==> src/rtl/ptu_pkg.sv <==
// Shared constants, codes and control types of the page table unit.
package ptu_pkg;

   localparam int DIR_ENTRIES     = 1024;
   localparam int DIR_AW          = 10;
   localparam int DIR_CW          = DIR_AW + 1;
   localparam int PAGES_PER_TABLE = 1024;
   localparam int PAGE_W          = 10;
   localparam int OFFSET_W        = 12;
   localparam int VA_W            = 32;
   localparam int PA_W            = 32;
   localparam int FRAME_W         = 20;
   localparam int TE_W            = FRAME_W + 1;
   localparam int CMD_W           = 2;
   localparam int STATUS_W        = 3;

   localparam logic [CMD_W-1:0] CMD_TRANSLATE = 2'd0;
   localparam logic [CMD_W-1:0] CMD_MAP       = 2'd1;
   localparam logic [CMD_W-1:0] CMD_UNMAP     = 2'd2;

   localparam logic [STATUS_W-1:0] STATUS_OK      = 3'd0;
   localparam logic [STATUS_W-1:0] STATUS_ABSENT  = 3'd1;
   localparam logic [STATUS_W-1:0] STATUS_LARGE   = 3'd2;
   localparam logic [STATUS_W-1:0] STATUS_MAPPED  = 3'd3;
   localparam logic [STATUS_W-1:0] STATUS_NO_SLOT = 3'd4;

   typedef enum logic [1:0] {
      ST_CLEAR,
      ST_IDLE,
      ST_DIR,
      ST_TAB
   } state_type;

   typedef struct packed {
      logic req_ready;
      logic accept;
      logic clr_step;
      logic dir_go;
      logic early_done;
      logic tab_done;
   } ctrl_cmd_type;

   typedef struct packed {
      logic req_valid;
      logic clr_last;
      logic early_finish;
      logic out_free;
   } dp_status_type;

endpackage

==> src/rtl/ptu_ctrl.sv <==
// Sequencer of the page table unit: clear sweep, directory step, table step.
module ptu_ctrl (
   input  logic                   clock,
   input  logic                   reset,
   input  ptu_pkg::dp_status_type status,
   output ptu_pkg::ctrl_cmd_type  cmd
);
   import ptu_pkg::*;

   state_type state_ff, state_in;

   always_ff @(posedge clock) begin
      if (reset) begin
         state_ff <= ST_CLEAR;
      end else begin
         state_ff <= state_in;
      end
   end

   always_comb begin
      state_in = state_ff;
      cmd      = '0;
      unique case (state_ff)
         ST_CLEAR: begin
            cmd.clr_step = 1'b1;
            if (status.clr_last) state_in = ST_IDLE;
         end
         ST_IDLE: begin
            cmd.req_ready = 1'b1;
            cmd.accept    = status.req_valid;
            if (status.req_valid) state_in = ST_DIR;
         end
         ST_DIR: begin
            if (status.early_finish) begin
               // hold until the output register can take the beat
               if (status.out_free) begin
                  cmd.early_done = 1'b1;
                  state_in       = ST_IDLE;
               end
            end else begin
               cmd.dir_go = 1'b1;
               state_in   = ST_TAB;
            end
         end
         ST_TAB: begin
            if (status.out_free) begin
               cmd.tab_done = 1'b1;
               state_in     = ST_IDLE;
            end
         end
         default: state_in = ST_CLEAR;
      endcase
   end

   ctrl_tab_exit_a: assert property (@(posedge clock) disable iff (reset)
      state_ff == ST_TAB |=> state_ff == ST_IDLE || state_ff == ST_TAB)
      else $error("table step left to an unexpected state");

endmodule

==> config.mk <==
export PLATFORM = sky130hd
export DESIGN_NAME = ptu_ctrl
export DESIGN_NICKNAME = d
export VERILOG_FILES = /design/src/rtl/ptu_pkg.sv /design/src/rtl/ptu_ctrl.sv
export SDC_FILE = /design/constraint.sdc
export NUM_CORES = 1
export LEC_CHECK = 0
export ABC_AREA = 1
export ABC_CLOCK_PERIOD_IN_PS = 800
export BUFFER_PORTS_ARGS = -buffer_cell sky130_fd_sc_hd__buf_4
export CAP_MARGIN = 20
export CORE_AREA = 10 10 47 49
export DETAILED_ROUTE_END_ITERATION = 6
export DIE_AREA = 0 0 57 59
export PLACE_DENSITY_LB_ADDON = 0.25
export SETUP_SLACK_MARGIN = 0.5
export SYNTH_ARGS = -nofsm -noshare
export SYNTH_HDL_FRONTEND = slang
export SYNTH_SLANG_ARGS = --single-unit
==> constraint.sdc <==
create_clock -name clock -period 0.8 [get_ports clock]
set_input_delay 0.16 -clock clock [delete_from_list [all_inputs] [get_ports clock]]
set_output_delay 0.16 -clock clock [all_outputs]
set_load 0.1 [all_outputs]
==> metrics.log, run 1 <==
INFO  metric wire_length_of_the_first_global_routing_pass = roughly 1.2 mm
INFO  metric area_overhead_vs_synth = 227.4%
INFO  metric violated_checks = negative setup slack
INFO  metric track_usage = 0.04528
INFO  metric place.detailed.hpwl = about 550 µm
INFO  metric postSynthNetCount = 37
INFO  metric critPathBufInv = 3
INFO  metric num_io_pins = 12
INFO  metric timing.critical_path.fanout_max = 4
INFO  metric largest_register_by_flop_count = state_ff
INFO  metric globalplace.congestion = 0.6582
INFO  metric final.setup.worst_slack = -410.2 ps
INFO  metric power.density_cell_area = approximately 3000 nW/µm²
INFO  metric mapped_cells = 31
INFO  metric place.port_buffers = 11
INFO  metric timing.critical_path.to_type = output port
INFO  metric most-common-layout-cells = 13 x sky130_fd_sc_hd__buf_4, 8 x sky130_fd_sc_hd__nand2_1, 6 x sky130_fd_sc_hd__nor2_4, 6 x sky130_fd_sc_hd__buf_12, 4 x sky130_fd_sc_hd__inv_1
INFO  metric cts.htree.levels = 1
INFO  metric worst_hold_path_type = in -> reg
INFO  metric critical-path-slowest-cell = sky130_fd_sc_hd__dfxtp_4
INFO  metric p_leak = about 0.00024 µW
INFO  metric synth.distinct_cells = 7
INFO  metric yosys_register_bits = 2
INFO  metric die_w = between 50 and 60 µm
INFO  metric tightestPinTransition = between 100 and 150 ps
INFO  metric detail_route.wl_per_cell = around 9.6 µm
INFO  metric layout.cells.most_common = sky130_fd_sc_hd__buf_4
INFO  metric clockRootBuffer = sky130_fd_sc_hd__clkbuf_4
INFO  metric 1st_iter_drt_viols = 6
INFO  metric fp.dieArea = ~3400 µm²
INFO  metric required = between 600 and 700 ps
INFO  metric largest_registers = state_ff x2
INFO  metric final_max_slew_viol_count = 0
INFO  metric status = finished with violations
INFO  metric post_synth_instance_area = around 160 µm²
INFO  metric final-hold-violation-count = 0
INFO  metric antenna_found_initial = 0
INFO  metric start_util = 0.1107
INFO  metric clock.fmax = just over 0.8 GHz
INFO  metric yosys_warnings = 0
INFO  metric floorplan_die_height = between 50 and 60 µm
INFO  metric drt_wl_total = approximately 700 µm
INFO  metric nFillCells = roughly 150
INFO  metric largest_net_degree_at_the_start_of_global_routing = 8
INFO  metric num_vias = about 270
INFO  metric placement_rows = 14
INFO  metric timing.final.crit_period = ~1200 ps
INFO  metric flip_flop_count_of_the_largest_register_all_copies_and_words_added = 2
INFO  metric synth_seq_area_share = 0.2581
INFO  metric holdBufCountCts = 0
INFO  metric cts_inserted_buffers = 3
INFO  metric clk_path_buf_depth = 2
INFO  metric crit_path_start_kind = register
INFO  metric drt_pass1_iterations = 4
INFO  metric finalCritPeriodShare = 1.513
INFO  metric drt_drc_violations_left = 0
INFO  metric timing.slew.headroom = 0.9077
INFO  metric max_cap_violations = 0
INFO  metric criticalPathCategory = reg -> out
INFO  metric clkSlewWorstSetupHoldPaths = approximately 30 ps
INFO  metric grt_overflow_total = 0
INFO  metric clock_latency = 220 ps
INFO  metric cp_top_family = flip-flops
INFO  metric setup_violations = 8
INFO  metric placement.cell_area = around 370 µm²
INFO  metric clock_sink_count = 2
INFO  metric cts_tree = done
INFO  metric via_per_inst = 3.817
INFO  metric final.setup_skew = about 0.36 ps
INFO  metric worst_ir_drop_vdd = about 1100 µV
INFO  metric stdcell_area = 508.0 µm²
INFO  metric design_power = between 1500 and 2000 µW
INFO  metric detail-route-antenna-nets = 0
INFO  metric cp_cell_sequence = inv_6 > buf_6 > nor2_4 > buf_12
INFO  metric timing.critical_path.arrival = 1050 ps
INFO  metric n_antenna_cell = 0
INFO  metric crit_path_max_incr_delay = between 300 and 400 ps
INFO  metric synth_area_per_cell = 5.005 µm²
INFO  metric first_global_vias = 294
INFO  metric layout-drive-gt1-share = 0.6909
INFO  metric core_area = between 1000 and 1500 µm²
INFO  metric grt_setup_unrepaired = true
INFO  metric fin_nets = 63
[final timing paths]
check	slack (ps)	startpoint	endpoint	cells past startpoint
worst max-delay path	-410	state_ff[0]$_SDFFE_PP0P_	cmd[0]	4
worst min register to register	660	state_ff[1]$_SDFFE_PP0P_	state_ff[0]$_SDFFE_PP0P_	4
worst min-delay path	190	reset	state_ff[0]$_SDFFE_PP0P_	4
worst max register to register	-270	state_ff[0]$_SDFFE_PP0P_	state_ff[0]$_SDFFE_PP0P_	7
[kinds of logic (layout without fill, tap and decap cells)]
| kind of cell | after synthesis | after routing | share of synthesized area |
|---|---|---|---|
| buf+inv | 6 | 30 | 0.1452 |
| simple gates | 22 | 22 | 0.5646 |
| flops | 2 | 2 | 0.2581 |
| compound gates | 1 | 1 | 0.03223 |
[cell usage after synthesis (all sizes together)]
| master | n | area share |
|---|---|---|
| a21oi | 1 | 0.032 |
| nand2 | 12 | 0.29 |
| nand3 | 2 | 0.065 |
| nor2 | 8 | 0.21 |
| inv | 6 | 0.15 |
| dfxtp | 2 | 0.26 |
[tightest hold or removal path: stages]
cell                      delay (ps)
sky130_fd_sc_hd__buf_4            80
sky130_fd_sc_hd__a21oi_1          30
sky130_fd_sc_hd__nand2_1          50
sky130_fd_sc_hd__nand2_1          40
[where the power goes]
| part | leakage, µW | internal, µW | total [µW] | switching (µW) |
|---|---|---|---|---|
| Sequential | 0.0000178 | 138 | 198 | 59.5 |
| Clock | 0.0000138 | 165 | 220 | 54.8 |
| Combinational | 0.000212 | 482 | 1140 | 657 |
[metrics by stage]
step | worst slack [ps] | cells | TNS [ps] | utilization | hold WS (ps)
3_3_place_gp | -265.5 | 65 | -1688 | 0.2661 | 420.1
4_1_cts | -408.7 | 70 | -2907 | 0.3509 | 182.4
2_1_floorplan | -450.4 | 31 | -2826 | - | 298.4
3_5_place_dp | -267.5 | 65 | -1702 | 0.2661 | 420.5
6_report | -410.2 | 71 | -2767 | 0.3625 | 187.3
5_1_grt | -444.5 | 71 | -3103 | 0.3625 | 209.2
[per-layer routing]
metal / track usage / wire [µm] / vias to the layer above
met5: 0 / 0 / -
met4: 0.06040 / 26 / 0
met3: 0.01502 / 48 / 2
met2: 0.06822 / 358 / 11
met1: 0.04250 / 248 / 118
li1: - / - / 140
[final cells by class]
cell class,count,area (µm²),share of cell area
repair buffers,21,240.2,0.4729
clock buffers,3,22.52,0.04433
well taps,16,20.02,0.03941
inverters,6,27.53,0.05419
multi-input cells,23,150.1,0.2956
flip-flops and latches,2,47.55,0.09360
[repair_timing]
action                     CTS  global route
setup endpoints to repair    8             8
setup buffers                2             1
pin swaps                    3             5
hold endpoints to repair     0             0
resized for setup           20             4
No activity file was read; power rests on OpenSTA's default activity.
==> run 2: changes to the inputs <==
Settings changed: ABC_AREA 1 to default.
==> run 2 against run 1 <==
The run still ends with negative setup slack left; critical path type unchanged; fmax decreased by 2.1%; combinational power decreased by 70%; hold slack got worse by 67 ps; cell area decreased by 14%; critical endpoint is now cmd[2]; sequential share of layout area increased by 1.5 points; sequential cell count unchanged; clock power increased by 12%; final cell count decreased by 24%; area after synthesis increased by 1.6%.
==> metrics.log, run 2 <==
INFO  metric status = finished with violations
INFO  metric violated_checks = negative setup slack
INFO  metric power.density_cell_area = ~1600 nW/µm²
INFO  metric synthTopCellsByCount = 2 x sky130_fd_sc_hd__dfxtp_1, 2 x sky130_fd_sc_hd__inv_1, 2 x sky130_fd_sc_hd__nand2b_1, 2 x sky130_fd_sc_hd__nor2b_1, 2 x sky130_fd_sc_hd__nor3_1
INFO  metric 1st_iter_drt_viols = 3
INFO  metric crit_path_start_kind = register
INFO  metric clockRootBuffer = sky130_fd_sc_hd__clkbuf_4
INFO  metric worst_ir_drop_vdd = around 540 µV
INFO  metric synth_enable_flop_cells = 0
INFO  metric flip_flop_count_of_the_largest_register_all_copies_and_words_added = 2
INFO  metric globalplace.congestion = ~0.66
INFO  metric final.setup.worst_slack = -436.2 ps
INFO  metric floorplan_die_height = 59 µm
INFO  metric timing.critical_path.arrival = between 1000 and 1500 ps
INFO  metric worst_hold_path_type = in -> reg
INFO  metric layout.cells.most_common = sky130_fd_sc_hd__buf_4
INFO  metric grt_setup_unrepaired = true
INFO  metric synth_seq_area_share = 0.2540
INFO  metric num_vias = slightly above 200
INFO  metric track_usage = 0.04449
INFO  metric required = 640 ps
INFO  metric ys_dominant_reg_cell = sky130_fd_sc_hd__dfxtp_1
INFO  metric placement_rows = 14
INFO  metric post_cts_buffers = 0
INFO  metric max_cap_violations = 0
INFO  metric place.port_buffers = 11
INFO  metric synth_area_per_cell = slightly above 8 µm²
INFO  metric place.detailed.hpwl = 507 µm
INFO  metric holdWs = roughly 120 ps
INFO  metric setup_violations = 8
INFO  metric num_io_pins = 12
INFO  metric via_per_inst = 3.778
INFO  metric drt_wl_total = 619 µm
INFO  metric largest_register_by_flop_count = state_ff
INFO  metric cts.htree.levels = 1
INFO  metric fin_nets = between 40 and 50
INFO  metric post-synth-top-area-fraction = 0.2540
INFO  metric timing.critical_path.to_type = output port
INFO  metric cts_inserted_buffers = 3
INFO  metric post_synth_instance_area = 157.7 µm²
INFO  metric yosys_warnings = 0
INFO  metric area_overhead_vs_synth = 177.0%
INFO  metric clk_path_buf_depth = 2
INFO  metric clock.fmax = 0.8089 GHz
INFO  metric fin_util = 0.3116
INFO  metric n_antenna_cell = 0
INFO  metric timing.slew.headroom = 0.8798
INFO  metric cts_tree = done
INFO  metric start_util = 0.1125
INFO  metric synth.distinct_cells = 14
INFO  metric grt_overflow_total = 0
INFO  metric layout-drive-gt1-share = 0.7632
INFO  metric timing.critical_path.fanout_max = 10
INFO  metric timing.final.crit_period = ~1200 ps
INFO  metric yosys_register_bits = 2
INFO  metric detail_route.wl_per_cell = 11.46 µm
INFO  metric postSynthNetCount = 25
INFO  metric largest_registers = state_ff x2
INFO  metric async_flop_share = 0
INFO  metric clock_sink_count = 2
INFO  metric final.setup_skew = 11.73 ps
INFO  metric p_leak = 0.0001900 µW
INFO  metric tightestPinTransition = between 150 and 200 ps
INFO  metric antenna_found_initial = 0
INFO  metric die_w = 57 µm
INFO  metric drt_pass1_iterations = 3
INFO  metric most-common-layout-cells = 9 x sky130_fd_sc_hd__buf_4, 6 x sky130_fd_sc_hd__buf_12, 3 x sky130_fd_sc_hd__clkbuf_4
INFO  metric fp.dieArea = between 3000 and 4000 µm²
INFO  metric finalCritPeriodShare = 1.545
INFO  metric final_max_slew_viol_count = 0
INFO  metric largest_net_degree_at_the_start_of_global_routing = 11
INFO  metric clkSlewWorstSetupHoldPaths = around 30 ps
INFO  metric first_global_vias = approximately 250
INFO  metric core_area = 1401 µm²
INFO  metric final-hold-violation-count = 0
INFO  metric criticalPathCategory = reg -> out
INFO  metric netlist_top_cells_area = sky130_fd_sc_hd__dfxtp_1 25%, sky130_fd_sc_hd__a311oi_2 9.5%, sky130_fd_sc_hd__and4bb_1 7.9%
INFO  metric clock_latency = between 200 and 250 ps
INFO  metric netlist.top_cell.by_area = sky130_fd_sc_hd__dfxtp_1
INFO  metric wire_length_of_the_first_global_routing_pass = between 1 and 1.5 mm
INFO  metric drt_drc_violations_left = 0
INFO  metric detail-route-antenna-nets = 0
INFO  metric mapped_cells = 19
## run 2: cell types whose count changed in the layout (fill, tap and decap cells not counted), moves of 3 or more
cell | previous run | this run
sky130_fd_sc_hd__buf_4 | 13 | 9
sky130_fd_sc_hd__nor2_4 | 6 | 0
sky130_fd_sc_hd__nand2_1 | 8 | 1
sky130_fd_sc_hd__nand2_2 | 3 | 0
sky130_fd_sc_hd__inv_1 | 4 | 1
## run 2: worst paths after layout
path | start | endpoint | slack (ps) | depth (start not counted)
setup / recovery | state_ff[0]$_SDFFE_PP0P_ | cmd[2] | -440 | 3
hold reg to reg | state_ff[0]$_SDFFE_PP0P_ | state_ff[0]$_SDFFE_PP0P_ | 590 | 2
hold / removal | reset | state_ff[0]$_SDFFE_PP0P_ | 120 | 2
setup reg to reg | state_ff[1]$_SDFFE_PP0P_ | state_ff[1]$_SDFFE_PP0P_ | -160 | 2
## run 2: worst max-delay path: stages, from the launching register on
cell and delay (ps):
sky130_fd_sc_hd__dfxtp_4 370, sky130_fd_sc_hd__buf_4 140, sky130_fd_sc_hd__nor3_4 140, sky130_fd_sc_hd__buf_12 200
## run 2: stage by stage
| step | std cells | setup slack, ps | setup TNS [ps] | power (µW) | area [µm²] |
|---|---|---|---|---|---|
| after floorplan | 19 | -590.7 | -3213 | 335.6 | 200.2 |
| after global placement | 50 | -278.9 | -1651 | 409.1 | 329.1 |
| after detailed placement | 50 | -288.3 | -1751 | 413.2 | 329.1 |
| after CTS | 54 | -452.0 | -2623 | 732.9 | 436.7 |
| after global routing | 54 | -499.5 | -2883 | 765.6 | 436.7 |
| final | 54 | -436.2 | -2529 | 714.7 | 436.7 |
## run 2: layout make-up
type / instances / area [µm²]
multi-input combinational: 14 / 133.9
clock buffer: 4 / 26.28
inverter: 2 / 10.01
tap: 16 / 20.02
fill: 156 / 964.7
timing repair buffer: 16 / 198.9
sequential: 2 / 47.55
## run 2: routing by layer
| layer | global-route usage | vias to the layer above | part of all wire |
|---|---|---|---|
| met3 | 0.04936 | 0 | 0.18 |
| met4 | 0.03020 | 0 | 0 |
| met1 | 0.04270 | 89 | 0.44 |
| met2 | 0.05426 | 12 | 0.38 |
| met5 | 0 | - | 0 |
| li1 | - | 103 | - |
## run 2: timing repair
| item | in CTS | in global routing |
|---|---|---|
| hold endpoints to repair | 0 | 0 |
| endpoints found under the setup margin | 8 | 8 |
| gates cloned | 0 | 0 |
| hold buffers | 0 | 0 |
| pin swaps | 2 | 0 |
| resized for setup | 20 | 0 |
## run 2: logic make-up after synthesis
family	share of synthesized area
simple gates	0.4444
compound gates	0.1825
flops	0.2540
buf+inv	0.1191
## run 2: report_power, final
group          internal [µW]  leakage, µW  total [µW]  switching, µW
clock                    185    0.0000150         246           61.0
combinational            141     0.000157         337            196
sequential               109    0.0000178         132           22.8
total                    435     0.000190         715            280
